**config.mk**
```make
export PLATFORM = sky130hd
export DESIGN_NAME = mrc_word_ram
export DESIGN_NICKNAME = d
export VERILOG_FILES = /design/src/rtl/mrc_pkg.sv /design/src/rtl/mrc_word_ram.sv
export SDC_FILE = /design/constraint.sdc
export NUM_CORES = 1
export LEC_CHECK = 0
export ABC_CLOCK_PERIOD_IN_PS = 3000
export CELL_PAD_IN_SITES_DETAIL_PLACEMENT = 1
export CELL_PAD_IN_SITES_GLOBAL_PLACEMENT = 1
export CORE_ASPECT_RATIO = 0.7
export CORE_UTILIZATION = 25
export CTS_CLUSTER_SIZE = 30
export DETAILED_ROUTE_END_ITERATION = 10
export DONT_BUFFER_PORTS = 1
export PLACE_DENSITY = 0.4
export REMOVE_ABC_BUFFERS = 1
export SYNTH_ARGS = -nofsm -noshare
export SYNTH_HDL_FRONTEND = slang
export SYNTH_SLANG_ARGS = --single-unit
```
**constraint.sdc**
```tcl
create_clock -name aclk -period 3 [get_ports aclk]
set_clock_uncertainty 0.1 [all_clocks]
set_input_delay 0.6 -clock aclk [delete_from_list [all_inputs] [get_ports aclk]]
set_output_delay 0.6 -clock aclk [all_outputs]
set_load 0.1 [all_outputs]
```
**src/rtl/mrc_pkg.sv**
```systemverilog
`default_nettype none
package mrc_pkg;

    localparam int MaxWords = 32;
    localparam int WordAddrW = 5;

    localparam logic [1:0] ST_OK        = 2'd0;
    localparam logic [1:0] ST_FRAMING   = 2'd1;
    localparam logic [1:0] ST_CRC       = 2'd2;
    localparam logic [1:0] ST_EXCEPTION = 2'd3;

    localparam logic [1:0] KIND_READ   = 2'd0;
    localparam logic [1:0] KIND_SINGLE = 2'd1;
    localparam logic [1:0] KIND_MULTI  = 2'd2;

    localparam logic [2:0] REG_KIND     = 3'd0;
    localparam logic [2:0] REG_ADDRESS  = 3'd1;
    localparam logic [2:0] REG_FUNCTION = 3'd2;
    localparam logic [2:0] REG_COUNT    = 3'd3;
    localparam logic [2:0] REG_REGISTER = 3'd4;
    localparam logic [2:0] REG_VALUE    = 3'd5;

    localparam logic [15:0] CRC_INIT = 16'hFFFF;
    localparam logic [15:0] CRC_POLY = 16'hA001;
    localparam logic [7:0]  FC_WRITE_SINGLE = 8'h06;
    localparam logic [7:0]  FC_WRITE_MULTI  = 8'h10;
    localparam logic [7:0]  FC_EXC_BIT      = 8'h80;

    typedef struct packed {
        logic [7:0] rx_byte;
        logic       end_of_frame;
    } mrc_in_t;

    typedef struct packed {
        logic [1:0]  status;
        logic [7:0]  exc_code;
        logic [15:0] word_value;
        logic [5:0]  word_index;
        logic        last;
    } mrc_out_t;

    // Write request into the word store.
    typedef struct packed {
        logic                 en;
        logic [WordAddrW-1:0] addr;
        logic [15:0]          data;
    } mrc_wr_t;

    function automatic logic [15:0] crc_byte(logic [15:0] crc, logic [7:0] b);
        logic [15:0] c;
        c = crc ^ {8'h00, b};
        for (int k = 0; k < 8; k++) begin
            c = c[0] ? ((c >> 1) ^ CRC_POLY) : (c >> 1);
        end
        return c;
    endfunction

endpackage
`default_nettype wire

```
**src/rtl/mrc_word_ram.sv**
```systemverilog
`default_nettype none
module mrc_word_ram
    import mrc_pkg::*;
(
    input  wire logic                 aclk,
    input  wire mrc_wr_t              wr,
    input  wire logic [WordAddrW-1:0] rd_addr,
    output logic [15:0]               rd_data
);
    logic [15:0] mem [MaxWords];

    // One write port, one registered read port.
    always_ff @(posedge aclk) begin
        if (wr.en) begin
            mem[wr.addr] <= wr.data;
        end
        rd_data <= mem[rd_addr];
    end
endmodule
`default_nettype wire

```
==> results.json, run 1 <==
{
  "ys_warn_count": 0,
  "n_antenna_cell": 0,
  "synth_seq_area_share": 0.764,
  "p_int_w": 0.0124,
  "period_minus_slack_ns": 2.29,
  "synthToLayoutAreaGrowth_pct": 17.0,
  "whs_ns": 0.0662,
  "pre_cts_slack_ns": 0.621,
  "clockPowerShare": 0.423,
  "ant_nets": 0,
  "cp_slowest_cell": "dfxtp_1",
  "ys_types": 26,
  "layout_common_cells": "edfxtp_1, mux2i_1, a22oi_1",
  "cp_top_family": "flip-flops",
  "fmax_ghz": 0.437,
  "totalWireLength_um": 58500,
  "slew_headroom": 0.237,
  "hold_path.class": "primary input to flip-flop",
  "setup_slack_ns": 0.713,
  "coreArea_um2": 80900,
  "path_buf_inv": 1,
  "tightest_slew_ns": 1.14,
  "grt_max_degree": 257,
  "globalRouteOverflowTotal": 0,
  "netlist_instances": 1143,
  "place_congestion": 0.716,
  "die_h_um": 242,
  "final_common_cell": "edfxtp_1",
  "vias_per_cell": 4.48,
  "dieArea_um2": 83300,
  "cts_buffers": 55,
  "drtIter0Drc": 572,
  "initial_core_util": 0.254,
  "ys_top_cells_by_area": "edfxtp_1, mux2i_1, a22oi_1, dfxtp_1, a22o_1",
  "switching_share": 0.225,
  "yosysTopAreaCell": "edfxtp_1",
  "drc": 0,
  "synth_area_um2": 20500,
  "slew_violations": 0,
  "rows": 87,
  "synth_seq_cells": 528,
  "cts_setup_buffers": 0,
  "cts.sinks": 528,
  "power_leakage_nw": 8.13,
  "drive_above_1_share": 0.153,
  "clk_pin_slew_ns": 0.06,
  "vias": 10409,
  "ios": 44,
  "rsz0062_at_grt": "false",
  "nFillCells": 8282,
  "drt_first_pass_iters": 4,
  "htreeDepth": 2,
  "grt_use_total": 0.139,
  "crit_chain": "buf_4",
  "path_class": "flip-flop to output pin",
  "arrival_ns": 1.59,
  "endpoint_kind": "output pin",
  "yosysTopAreaCellShare": 0.749,
  "irDropWorstVdd_v": 0.000334,
  "worst_path_largest_cell_delay_ns": 0.59,
  "grt_pass1_vias": 10909,
  "root_buffer": "clkbuf_16",
  "num-nets-final": 1238,
  "clock_latency_ns": 0.61,
  "seqCellArea_um2": 15700,
  "status": "finished clean",
  "multi_input_area_um2": 4400,
  "finalCritPeriodShare": 0.762,
  "power.density_nw_per_um2": 664,
  "cts_tree": "done",
  "routedWlPerCell_um": 25.2,
  "hold_viol_final": 0,
  "p_comb_frac": 0.061,
  "max_cap_viol_count": 0,
  "critPathLaunchType": "flip-flop",
  "antenna_found_initial": 2,
  "place_hpwl_um": 35000,
  "critPathRequiredTime_ns": 2.30,
  "seqPwrFrac": 0.517,
  "cts_buffer_depth": 3,
  "die_x_um": 345,
  "port_buffers": 0,
  "switching_power_w": 0.00360,
  "crit_fanout": 1,
  "grt_pass1_wl_um": 83200,
  "finalSetupViolCount": 0,
  "syn_avg_cell_area_um2": 18.0
}
per-stage QoR:
step	power [W]	instances	setup TNS, ns	instance area [µm²]	util
after global routing	0.0165	2324	0	24000	0.297
after floorplan	0.00892	1076	-8.02	20000	-
final	0.0160	2324	0	24000	0.297
after detailed placement	0.00922	2205	0	21900	0.271
after CTS	0.0162	2324	0	24000	0.297
after global placement	0.00922	2205	0	21900	0.271
power by group through the flow:
stage	combinational (W)	clock [W]	sequential [W]
finish	0.000969	0.00674	0.00824
global route	0.00103	0.00725	0.00825
CTS	0.000991	0.00697	0.00824
detailed placement	0.000816	0	0.00840
global placement	0.000816	0	0.00840
floorplan	0.000327	0	0.00860
final cells by class:
cell class | instances | area share
clock buffer | 71 | 0.0624
tap | 1068 | 0.0556
timing repair buffer | 77 | 0.0350
clock inverter | 32 | 0.0104
sequential | 528 | 0.653
multi-input combinational | 548 | 0.183
cells in the mapped netlist:
cell type	instances
clkbuf_1	12
or3_1	1
and2_1	1
a31oi_1	16
nand2_1	33
nand2b_1	2
buf_8	6
buf_2	19
a21oi_1	32
nand3_1	34
mux2i_1	256
buf_12	5
a22oi_1	64
nand3b_1	5
dfxtp_1	16
nand4_1	16
edfxtp_1	512
buf_6	6
buf_4	19
a22o_1	32
nor2b_1	2
nor2_4	1
nor2_1	33
or2_1	1
nor3_1	16
or3b_2	3
what timing repair did:
action,4_1_cts,5_1_grt
endpoints found under the hold margin,512,0
hold buffers,16,0
gates resized for setup,0,0
metal layers:
metal	vias up	share of wire	track usage
li1	4692	-	-
met1	5476	0.52	0.213
met2	165	0.42	0.197
met3	74	0.048	0.0337
met4	2	0.016	0.0312
met5	-	0.00022	0
kinds of logic (layout without fill, tap and decap cells):
kind of cell           count (synthesis)  in the layout  synth area share
flip-flops                           528            528             0.764
multiplexers                         256            256             0.125
AND/OR/NAND/NOR                      148            148            0.0349
AO/OA/AOI/OAI                        144            144            0.0497
buffers and inverters                 67            180            0.0263
path summary, 6_finish.rpt:
| kind | start | endpoint | slack (ns) | depth (start not counted) |
|---|---|---|---|---|
| worst max-delay path | rd_data[7] | rd_data[7] | 0.71 | 1 |
| worst min-delay path | rd_addr[3] | rd_data[1] | 0.07 | 2 |
| worst max register to register | mem[7][1] | rd_data[1] | 1.44 | 5 |
| worst min register to register | mem[10][2] | rd_data[2] | 0.52 | 4 |
registers in the layout, indices dropped and copies added (netlist names):
signal	flops
mem	512
rd_data	16
Power figures use the tool's default switching activity.
==> run 2: changes to the inputs <==
ABC_CLOCK_PERIOD_IN_PS = 2200   (was 3000)
clock period = 2.2 ns   (was 3 ns; I/O delays follow)
==> run 2 against run 1 <==
  * Routed wire length is 0.34% higher
  * Clock power is 36% higher
  * Via count is 0.78% higher
  * Global-route usage is 0.13 points higher
  * First-iteration DRC count is 0.35% higher
  * Worst setup slack worse by 0.66 ns
  * Register-to-register slack worse by 0.94 ns
  * Sequential share of layout area is 1.3 points lower
  * Sequential cell count stayed put
  * Worst hold slack worse by 0.025 ns
==> results.json, run 2 (synthesis gave the netlist of run 1 again) <==
{
  "path_class": "primary input to flip-flop",
  "worst_path_largest_cell_delay_ns": 1.26,
  "slew_violations": 0,
  "routedWlPerCell_um": 24.9,
  "layout_common_cells": "edfxtp_1, mux2i_1, a22oi_1",
  "cts.sinks": 528,
  "slew_headroom": 0.0998,
  "crit_chain": "dlygate4sd3_1, nand4_1, dlygate4sd3_1, nand3_1",
  "critPathLaunchType": "primary input",
  "period_minus_slack_ns": 2.15,
  "hold_viol_final": 0,
  "clock_latency_ns": 0.60,
  "cts_tree": "done",
  "dieArea_um2": 83300,
  "postLayoutCoreUtil": 0.303,
  "grt_pass1_vias": 11061,
  "coreArea_um2": 80900,
  "grt_pass1_wl_um": 83300,
  "drive_above_1_share": 0.169,
  "finalCritPeriodShare": 0.978,
  "hold_path.class": "primary input to flip-flop",
  "synthToLayoutAreaGrowth_pct": 19.3,
  "finalSetupViolCount": 0,
  "vias_per_cell": 4.46,
  "endpoint_kind": "flip-flop",
  "tightest_slew_ns": 1.35,
  "antenna_found_initial": 0,
  "initial_core_util": 0.254,
  "die_h_um": 242,
  "drt_first_pass_iters": 4,
  "critPathRequiredTime_ns": 2.65,
  "totalWireLength_um": 58700,
  "place_hpwl_um": 34400,
  "cts_buffer_depth": 3,
  "power_leakage_nw": 8.34,
  "clk_pin_slew_ns": 0.06,
  "ios": 44,
  "drtIter0Drc": 574,
  "top_register": "mem",
  "largest_registers": "mem x512, rd_data x16",
  "ant_nets": 0,
  "grt_max_degree": 257,
  "crit_fanout": 15,
  "num-nets-final": 1267,
  "final_common_cell": "edfxtp_1",
  "cts_buffers": 54,
  "grt_use_total": 0.141,
  "root_buffer": "clkbuf_16",
  "drc": 0,
  "cp_slowest_cell": "dlygate4sd3_1",
  "arrival_ns": 2.60,
  "htreeDepth": 2,
  "vias": 10490,
  "cts_setup_buffers": 0,
  "rsz0062_at_grt": "false",
  "status": "finished clean",
  "critical_path.most_common_cell": "dlygate4sd3_1",
  "port_buffers": 0,
  "max_cap_viol_count": 0,
  "rows": 87,
  "largest_reg_flops": 512,
  "fmax_ghz": 0.465,
  "globalRouteOverflowTotal": 0,
  "place_congestion": 0.689,
  "irDropWorstVdd_v": 0.000462,
  "power.density_nw_per_um2": 891,
  "final.setup.tns_ns": 0,
  "die_x_um": 345
}
-- run 2: cell count changes in the layout (fill, tap and decap cells not counted), sizes merged --
cell	delta
clkinvlp	-2
inv	-1
buf	+22
dlygate4sd3	+8
bufinv	-2
clkbuf	+14
diode	+2
clkinv	-11
-- run 2: layout make-up --
type	count	area (µm²)
Antenna cell	2	5.00
Clock buffer	85	1640
Clock inverter	16	128
Fill cell	8305	56400
Multi-Input combinational cell	548	4400
Sequential cell	528	15700
Tap cell	1068	1340
Timing Repair Buffer	107	1290
-- run 2: through the flow --
step / area (µm²) / total power [W] / setup WS (ns) / hold slack [ns] / std cells
5_1_grt: 24500 / 0.0226 / 0.0238 / 0.0147 / 2352
2_1_floorplan: 20000 / 0.0122 / -1.14 / 0.439 / 1076
3_5_place_dp: 22300 / 0.0126 / 0.0768 / 0.443 / 2227
6_report: 24500 / 0.0218 / 0.0485 / 0.0410 / 2354
4_1_cts: 24500 / 0.0222 / 0.0497 / 0.0000204 / 2352
3_3_place_gp: 22300 / 0.0126 / 0.0438 / 0.443 / 2227
-- run 2: final timing paths --
path,slack (ns),startpoint,cells after the start,endpoint
worst max-delay path,0.05,rd_addr[3],4,rd_data[0]
worst min-delay path,0.04,wr[1],1,mem[6][1]
worst max register to register,0.50,mem[5][6],6,rd_data[6]
worst min register to register,0.52,mem[11][1],4,rd_data[1]
-- run 2: power by group --
part	switching [W]	internal, W	total [W]
combinational	0.000910	0.000467	0.00138
sequential	0.0000755	0.0112	0.0113
clock	0.00386	0.00533	0.00919
total	0.00484	0.0170	0.0218
-- run 2: layer usage --
layer,up-vias,GRT usage,wire (µm)
met1,5502,0.219,31300
met4,0,0.0301,892
li1,4771,-,-
met5,-,0,0
met2,150,0.195,23900
met3,67,0.0329,2580
-- run 2: repair_timing --
item                      CTS  global route
hold endpoints to repair  527             0
hold buffers               24             0
resized for setup           0             0
-- run 2: critical path: cells and delay by family --
kind                   cells  cell delay, ns
AND/OR/NAND/NOR            2            0.26
buffers and inverters      2            1.89
